## config.mk

```make
export PLATFORM = sky130hd
export DESIGN_NAME = vertex_layout_string_parser
export DESIGN_NICKNAME = d
export VERILOG_FILES = /design/src/hdl/vlsp_pkg.sv /design/src/hdl/vertex_layout_string_parser.sv /design/src/hdl/vlsp_step.sv
export SDC_FILE = /design/constraint.sdc
export NUM_CORES = 1
export LEC_CHECK = 0
export BUFFER_PORTS_ARGS = -buffer_cell sky130_fd_sc_hd__buf_4
export CORE_UTILIZATION = 61
export DETAILED_ROUTE_END_ITERATION = 12
export GPL_TIMING_DRIVEN = 0
export PLACE_DENSITY = 0.82
export SYNTH_ARGS = -nofsm -noshare
export SYNTH_HDL_FRONTEND = slang
export SYNTH_HIERARCHICAL = 1
export SYNTH_SLANG_ARGS = --single-unit
```

## constraint.sdc

```tcl
create_clock -name clk -period 7.3 [get_ports clk]
set_clock_uncertainty 0.05 [all_clocks]
set_input_delay 0.365 -clock clk [delete_from_list [all_inputs] [get_ports clk]]
set_output_delay 0.365 -clock clk [all_outputs]
set_load 0.005 [all_outputs]
```

## src/hdl/vlsp_pkg.sv

```systemverilog
// ============================================================================
// vlsp_pkg - shared types and constants for the vertex layout string parser
// Character codes, status and usage codes, parser state and result record.
// ============================================================================
package vlsp_pkg;

    localparam int MAX_ELEMENTS = 32;

    // characters of the layout text
    localparam logic [7:0] CH_END   = 8'h00;
    localparam logic [7:0] CH_ALIGN = 8'h7C; // '|'
    localparam logic [7:0] CH_PAD   = 8'h78; // 'x'
    localparam logic [7:0] CH_FLOAT = 8'h66; // 'f'
    localparam logic [7:0] CH_BYTE  = 8'h62; // 'b'
    localparam logic [7:0] CH_ONE   = 8'h31; // '1'
    localparam logic [7:0] CH_THREE = 8'h33; // '3'
    localparam logic [7:0] CH_FOUR  = 8'h34; // '4'

    // status codes
    localparam logic [3:0] ST_OK        = 4'd0;
    localparam logic [3:0] ST_SHORT     = 4'd1;
    localparam logic [3:0] ST_BAD_USAGE = 4'd2;
    localparam logic [3:0] ST_BAD_MULT  = 4'd3;
    localparam logic [3:0] ST_COMBO     = 4'd4;
    localparam logic [3:0] ST_BAD_TYPE  = 4'd5;
    localparam logic [3:0] ST_EMPTY     = 4'd6;
    localparam logic [3:0] ST_TOO_BIG   = 4'd7;
    localparam logic [3:0] ST_TOO_MANY  = 4'd8;

    // record kinds
    localparam logic KIND_ELEM  = 1'b0;
    localparam logic KIND_FINAL = 1'b1;

    // usage codes beyond the visible ones
    localparam logic [3:0] USAGE_PAD  = 4'd14;
    localparam logic [3:0] USAGE_NONE = 4'd15;

    localparam logic [2:0] TY_BYTE4 = 3'd4;

    localparam logic [8:0] OFFSET_MAX = 9'd511;
    localparam logic [9:0] SIZE_MAX   = 10'd255;
    localparam logic [9:0] ALIGN_ADD  = 10'd31;

    localparam logic [1:0] PH_USAGE = 2'd0;
    localparam logic [1:0] PH_TYPE  = 2'd1;

    typedef struct packed {
        logic [1:0] group_phase;
        logic [7:0] held_usage_char;
        logic [7:0] held_type_char;
        logic [8:0] running_offset;
        logic [5:0] element_total;
        logic       align_wanted;
        logic       at_text_start;
        logic       skipping_after_error;
    } state_t;

    localparam state_t STATE_RESET = '{
        group_phase:          PH_USAGE,
        held_usage_char:      8'h00,
        held_type_char:       8'h00,
        running_offset:       9'd0,
        element_total:        6'd0,
        align_wanted:         1'b0,
        at_text_start:        1'b1,
        skipping_after_error: 1'b0
    };

    typedef struct packed {
        logic       valid;
        logic       kind;
        logic [3:0] status;
        logic [4:0] elem_index;
        logic [8:0] elem_offset;
        logic [2:0] elem_type;
        logic [3:0] elem_usage;
        logic [5:0] elem_count;
        logic [7:0] vertex_size;
    } rec_t;

    function automatic logic [3:0] usage_code(input logic [7:0] c);
        logic [3:0] u;
        case (c)
            8'h70:   u = 4'd0; // 'p'
            8'h63:   u = 4'd1; // 'c'
            8'h6E:   u = 4'd2; // 'n'
            8'h74:   u = 4'd3; // 't'
            8'h77:   u = 4'd4; // 'w'
            8'h69:   u = 4'd5; // 'i'
            8'h30:   u = 4'd6; // '0'
            8'h31:   u = 4'd7;
            8'h32:   u = 4'd8;
            8'h33:   u = 4'd9;
            CH_PAD:  u = USAGE_PAD;
            default: u = USAGE_NONE;
        endcase
        return u;
    endfunction

endpackage

```

## src/hdl/vertex_layout_string_parser.sv

```systemverilog
// ============================================================================
// vertex_layout_string_parser - vertex layout text parser, top level
// Input register, single-pass parse step and output register.
// ============================================================================
// Takes one character of a vertex layout text per beat (0 ends a text) and
// returns element records and one final status record per text. Throughput is
// one character per clock unless the output stalls: each character passes
// through the combinational parse logic between the input register and the
// output register, and its result beat is written to the output register
// when the character advances out of the input register. The input side keeps
// accepting while a finished record waits on the output side; it stalls only
// when a character that yields a record meets a full, unread output register.
// After an error the rest of the text up to the terminator is consumed
// without output.
module vertex_layout_string_parser
(
    input  logic        clk,
    input  logic        rst_n,
    input  logic        s_tvalid,
    output logic        s_tready,
    input  logic [7:0]  s_tdata,   // [7:0] ch
    output logic        m_tvalid,
    input  logic        m_tready,
    // [3:0] status, [8:4] elem_index, [17:9] elem_offset, [20:18] elem_type,
    // [24:21] elem_usage, [30:25] elem_count, [38:31] vertex_size, [39] zero
    output logic [39:0] m_tdata,
    output logic        m_tuser    // [0] record_kind
);
    import vlsp_pkg::*;

    logic       in_valid_reg, in_valid_next;
    logic [7:0] in_ch_reg;
    state_t     state_reg, state_next;
    rec_t       step_rec;
    logic       out_valid_reg, out_valid_next;
    logic [38:0] out_data_reg;
    logic       out_kind_reg;
    logic       advance;

    vlsp_step u_step
    (
        .cur (state_reg),
        .ch  (in_ch_reg),
        .nxt (state_next),
        .rec (step_rec)
    );

    // held character moves on unless its record has nowhere to go
    assign advance  = in_valid_reg && (!step_rec.valid || !out_valid_reg || m_tready);
    assign s_tready = !in_valid_reg || advance;

    always_comb
    begin
        in_valid_next = in_valid_reg;
        if (s_tready)
            in_valid_next = s_tvalid;
        out_valid_next = out_valid_reg;
        if (advance && step_rec.valid)
            out_valid_next = 1'b1;
        else if (m_tready)
            out_valid_next = 1'b0;
    end

    always_ff @(posedge clk or negedge rst_n)
    begin
        if (!rst_n)
        begin
            in_valid_reg  <= 1'b0;
            out_valid_reg <= 1'b0;
            state_reg     <= STATE_RESET;
        end
        else
        begin
            in_valid_reg  <= in_valid_next;
            out_valid_reg <= out_valid_next;
            if (advance)
                state_reg <= state_next;
        end
    end

    // payload registers
    always_ff @(posedge clk)
    begin
        if (s_tvalid && s_tready)
            in_ch_reg <= s_tdata;
        if (advance && step_rec.valid)
        begin
            out_kind_reg <= step_rec.kind;
            out_data_reg <= {step_rec.vertex_size, step_rec.elem_count,
                             step_rec.elem_usage, step_rec.elem_type,
                             step_rec.elem_offset, step_rec.elem_index,
                             step_rec.status};
        end
    end

    assign m_tvalid = out_valid_reg;
    assign m_tdata  = {1'b0, out_data_reg};
    assign m_tuser  = out_kind_reg;

    // element records always carry an ok status
    a_elem_ok: assert property (@(posedge clk) disable iff (!rst_n)
        (m_tvalid && m_tuser == KIND_ELEM) |-> (m_tdata[3:0] == ST_OK))
        else $error("element record with non-ok status");

    // nothing is emitted while skipping the rest of a bad text
    a_skip_quiet: assert property (@(posedge clk) disable iff (!rst_n)
        (in_valid_reg && state_reg.skipping_after_error) |-> !step_rec.valid)
        else $error("record produced while skipping");

    // a final record leaves no elements counted
    a_final_clears: assert property (@(posedge clk) disable iff (!rst_n)
        (advance && step_rec.valid && step_rec.kind == KIND_FINAL)
        |=> (state_reg.element_total == 6'd0 && state_reg.running_offset == 9'd0))
        else $error("text state not cleared after final record");

    // element count never passes the limit
    a_count_bound: assert property (@(posedge clk) disable iff (!rst_n)
        state_reg.element_total <= 6'(MAX_ELEMENTS))
        else $error("element count beyond limit");

    // a record that cannot be stored holds the character back
    a_no_drop: assert property (@(posedge clk) disable iff (!rst_n)
        (in_valid_reg && step_rec.valid && m_tvalid && !m_tready) |-> !s_tready)
        else $error("record would be dropped");

endmodule

```

## src/hdl/vlsp_step.sv

```systemverilog
// ============================================================================
// vlsp_step - per-character parse step
// Combinational next state and optional result record for one character.
// ============================================================================
module vlsp_step
(
    input  vlsp_pkg::state_t cur,
    input  logic [7:0]       ch,
    output vlsp_pkg::state_t nxt,
    output vlsp_pkg::rec_t   rec
);
    import vlsp_pkg::*;

    logic [9:0] size_al;
    logic [3:0] us;
    logic [2:0] ty;
    logic [4:0] el_size;
    logic [9:0] ofs_sum;
    logic [8:0] ofs_sat;
    logic [3:0] grp_status;

    // group check: usage, then type, then multiplier, then element room
    always_comb
    begin
        us         = usage_code(cur.held_usage_char);
        ty         = 3'd0;
        el_size    = 5'd0;
        grp_status = ST_OK;
        if (us == USAGE_NONE)
        begin
            grp_status = ST_BAD_USAGE;
        end
        else if (cur.held_type_char == CH_FLOAT)
        begin
            if (ch inside {[CH_ONE:CH_FOUR]})
            begin
                ty      = 3'(ch - CH_ONE);
                el_size = {ty, 2'b00} + 5'd4;
            end
            else
            begin
                grp_status = ST_BAD_MULT;
            end
        end
        else if (cur.held_type_char == CH_BYTE)
        begin
            if (ch inside {[CH_ONE:CH_THREE]})
                grp_status = ST_COMBO;
            else if (ch != CH_FOUR)
                grp_status = ST_BAD_MULT;
            else
            begin
                ty      = TY_BYTE4;
                el_size = 5'd4;
            end
        end
        else
        begin
            grp_status = ST_BAD_TYPE;
        end
        if (grp_status == ST_OK && us != USAGE_PAD
            && cur.element_total >= 6'(MAX_ELEMENTS))
            grp_status = ST_TOO_MANY;
    end

    assign ofs_sum = 10'(cur.running_offset) + 10'(el_size);
    assign ofs_sat = (ofs_sum > 10'(OFFSET_MAX)) ? OFFSET_MAX : ofs_sum[8:0];
    assign size_al = cur.align_wanted
                   ? ((10'(cur.running_offset) + ALIGN_ADD) & ~ALIGN_ADD)
                   : 10'(cur.running_offset);

    always_comb
    begin
        nxt = cur;
        rec = '0;
        if (cur.skipping_after_error)
        begin
            if (ch == CH_END)
                nxt = STATE_RESET;
        end
        else if (ch == CH_END)
        begin
            rec.valid = 1'b1;
            rec.kind  = KIND_FINAL;
            nxt       = STATE_RESET;
            if (cur.group_phase != PH_USAGE)
                rec.status = ST_SHORT;
            else if (size_al == 10'd0)
                rec.status = ST_EMPTY;
            else if (size_al > SIZE_MAX)
                rec.status = ST_TOO_BIG;
            else
            begin
                rec.status      = ST_OK;
                rec.elem_count  = cur.element_total;
                rec.vertex_size = size_al[7:0];
            end
        end
        else if (cur.at_text_start && ch == CH_ALIGN)
        begin
            nxt.at_text_start = 1'b0;
            nxt.align_wanted  = 1'b1;
        end
        else
        begin
            nxt.at_text_start = 1'b0;
            case (cur.group_phase)
                PH_USAGE:
                begin
                    nxt.held_usage_char = ch;
                    nxt.group_phase     = PH_TYPE;
                end
                PH_TYPE:
                begin
                    nxt.held_type_char = ch;
                    nxt.group_phase    = 2'd2;
                end
                default:
                begin
                    nxt.group_phase = PH_USAGE;
                    if (grp_status != ST_OK)
                    begin
                        rec.valid                = 1'b1;
                        rec.kind                 = KIND_FINAL;
                        rec.status               = grp_status;
                        nxt                      = STATE_RESET;
                        nxt.skipping_after_error = 1'b1;
                        nxt.at_text_start        = 1'b0;
                    end
                    else
                    begin
                        nxt.running_offset = ofs_sat;
                        if (us != USAGE_PAD)
                        begin
                            rec.valid         = 1'b1;
                            rec.kind          = KIND_ELEM;
                            rec.status        = ST_OK;
                            rec.elem_index    = cur.element_total[4:0];
                            rec.elem_offset   = cur.running_offset;
                            rec.elem_type     = ty;
                            rec.elem_usage    = us;
                            nxt.element_total = cur.element_total + 6'd1;
                        end
                    end
                end
            endcase
        end
    end

endmodule

```

==> flow_summary_export.csv <==
group,metric,value,unit
outcome,status,"completed",
final_layout,layout_common_cells,"nand2_1 (86), buf_4 (55), edfxtp_1 (48), nand2b_1 (46), dfrtp_1 (37)",
yosys,ys_warn_count,6,
grt,grt_pass1_vias,4709,
clock_network,clkTransAtPathRegs,0.09,ns
yosys,synth_cell_types,66,
clock_network,htreeDepth,3,
setup_path,arrival,3.73,ns
place,dp_hpwl,10800,um
final_layout,finalNonFillerCells,758,
final_layout,fin_area,6420,um2
timing,tns,0,ns
timing,max_freq,241,MHz
yosys,syn_nets,601,
pwr,power_density,264,nW/um2
timing,fin_crit_sh,56.8,%
place,dpl_cell_area,6210,um2
grt,antenna_found_initial,0,
floorplanning,fp.dieW,98.3,um
route,drtPass1Iterations,8,
grt,grt_max_degree,41,
pwr,ir_drop,201,uV
grt,grtUsageTotal,32.5,%
timing,drv_slew,0,
timing,rsz0062_at_grt,"no",
floorplanning,core_area,8850,um2
timing,slew_headroom,39.7,%
clock_network,clk_latency,0.37,ns
route,route.detailed.drc,0,
clock_network,cts_buffers,9,
place,gp_congestion,0.901,
floorplanning,die_h,98.3,um
yosys,netlist_instances,579,
pwr,p_leak,2.51,nW
floorplanning,initial_core_util,63.9,%
yosys,async_flop_share,44.2,%
route,wl,15300,um
timing,tightest_slew,0.900,ns
final_layout,drive_gt1_share,23.5,%
clock_network,cts_buffer_depth,2,
grt,grt_remaining_overflow,0,
final_layout,area_growth_syn_to_layout,13.5,%
clock_network,cts-root-buf,"clkbuf_8",
yosys,synth_edf_count,48,
timing,period_needed,4.14,ns
place,dp.cells,741,
route,ant_nets,0,
route,drt_iter0_markers,514,
setup_path,path_class,"reg2out",
final_layout,layout.nets,667,
yosys,syn_area_per_cell,9.77,um2
setup_path,critPathMaxFanout,10,
final_layout,post-route-util,72.5,%
grt,grt_first_pass_wirelength,24400,um
yosys,synth_area,5650,um2
clock_network,cts.sinks,86,
clock_network,cts_hold_buffers,1,
floorplanning,num_io_pins,55,
floorplanning,dieArea,9660,um2
final_layout,fillers,674,
flow_run,cap_viol_max_count,0,
setup_path,worstSetupStartpointType,"flip-flop",
route,via_count,5028,
floorplanning,rows,34,
yosys,yosysSeqAreaShare,42.3,%
setup_path,endpoint_kind,"output pin",
timing,setup_viol,0,
final_layout,layout.cells.most_common,"nand2_1",
route,wl_per_cell,20.2,um
clock_network,cts_resized,0,
yosys,synth_flop_cell,"edfxtp_1",
timing,hold_viol,0,
clock_network,post_cts_buffers,0,
route,viasPerCell,6.63,
setup_path,required,6.88,ns
min_path,hp-class,"in2reg",
place,io_buffers,53,
yosys,ys_ff_latch,86,
final_layout,n_antenna_cell,0,
clock_network,cts_tree,"built",
final_layout,largest_reg_flops,39,
## path summary, 6_finish.rpt
| kind | cells after the start | startpoint | end | slack (ns) |
|---|---|---|---|---|
| max reg2reg | 16 | state_reg[30]$_DFFE_PN0P_ | state_reg[17]$_DFFE_PN0P_ | 3.20 |
| max in group asynchronous | 2 | rst_n | state_reg[7]$_DFFE_PN0P_ | 6.35 |
| min in group asynchronous | 2 | rst_n | m_tvalid$_DFFE_PN0P_ | 0.47 |
| max | 10 | in_ch_reg[0]$_DFFE_PP_ | s_tready | 3.16 |
| min reg2reg | 2 | state_reg[30]$_DFFE_PN0P_ | state_reg[30]$_DFFE_PN0P_ | 0.49 |
| min | 1 | s_tdata[4] | in_ch_reg[4]$_DFFE_PP_ | 0.12 |
## power by group
| part | switching (mW) | internal [mW] |
|---|---|---|
| logic | 0.404 | 0.246 |
| registers | 0.114 | 0.600 |
| clock network | 0.183 | 0.148 |
## area by class of cell
cell class / instances / area (um2) / area share, %
well taps: 108 / 135 / 2.11
plain buffers: 41 / 253 / 3.94
clock inverters: 5 / 41.3 / 0.643
clock buffers: 11 / 153 / 2.38
repair buffers: 55 / 428 / 6.67
inverters: 7 / 26.3 / 0.409
multi-input cells: 445 / 2990 / 46.6
flip-flops and latches: 86 / 2390 / 37.3
## synthesized netlist by cell type, drive strengths merged (2+ instances only)
library cell	instances	area (um2)
nand4b	36	315
nor3	9	45.0
and3	6	38.8
o21ai	33	206
nand3	12	60.1
o22ai	2	12.5
a31oi	4	25.0
and2	21	131
buf	24	189
a211oi	4	35.0
a22oi	13	97.6
xnor2	5	43.8
nand2	86	323
or2	5	31.3
o211ai	39	443
nand2b	46	288
ha	9	113
a21oi	15	75.1
nor3b	6	45.0
nor2b	3	18.8
edfxtp	48	1440
clkbuf	17	63.8
dfrtp	37	926
nor4	7	58.8
inv	7	26.3
xor2	2	17.5
a21o	4	31.3
o31ai	2	15.0
nor2	36	138
a32oi	4	35.0
o21a	6	45.0
or3	4	31.3
and3b	2	17.5
o21bai	3	22.5
nor4b	4	50.1
or4	3	26.3
## kinds of logic (layout without fill, tap and decap cells)
kind of cell             after synthesis  count (layout)  share of synthesized area, %
adder cells (fa/ha/maj)               10              10                          2.35
AND/OR/NAND/NOR                      293             293                          29.8
AO/OA/AOI/OAI                        134             134                          19.4
buffers and inverters                 48             119                          4.93
other                                  1               1                        0.0663
XOR/XNOR                               7               7                          1.08
flip-flops                            86              86                          42.3
## worst max-delay path, cell delays in order (launching register included)
cell      delay, ns
edfxtp_1       0.55
inv_1          0.14
ha_1           0.25
and4b_1        0.26
a31oi_1        0.75
o21ai_0        0.27
a21oi_1        0.33
buf_2          0.30
buf_2          0.26
nand3_1        0.10
buf_4          0.14
## per-stage QoR
step	setup WS [ns]	hold slack (ns)	power [mW]
2_1_floorplan	3.07	0.0194	1.13
3_3_place_gp	1.71	0.330	1.32
3_5_place_dp	3.33	0.335	1.35
4_1_cts	3.28	0.114	1.68
5_1_grt	2.88	0.108	1.78
6_report	3.16	0.117	1.70
## routing by layer
| metal | global-route usage [%] | vias to the layer above | share of wire (%) |
|---|---|---|---|
| li1 | - | 2265 | - |
| met1 | 46.0 | 2450 | 43 |
| met2 | 52.5 | 278 | 47 |
| met3 | 4.65 | 35 | 8.3 |
| met4 | 9.18 | 0 | 2.0 |
| met5 | 0 | - | 0 |
No activity file was read; power rests on OpenSTA's default activity.
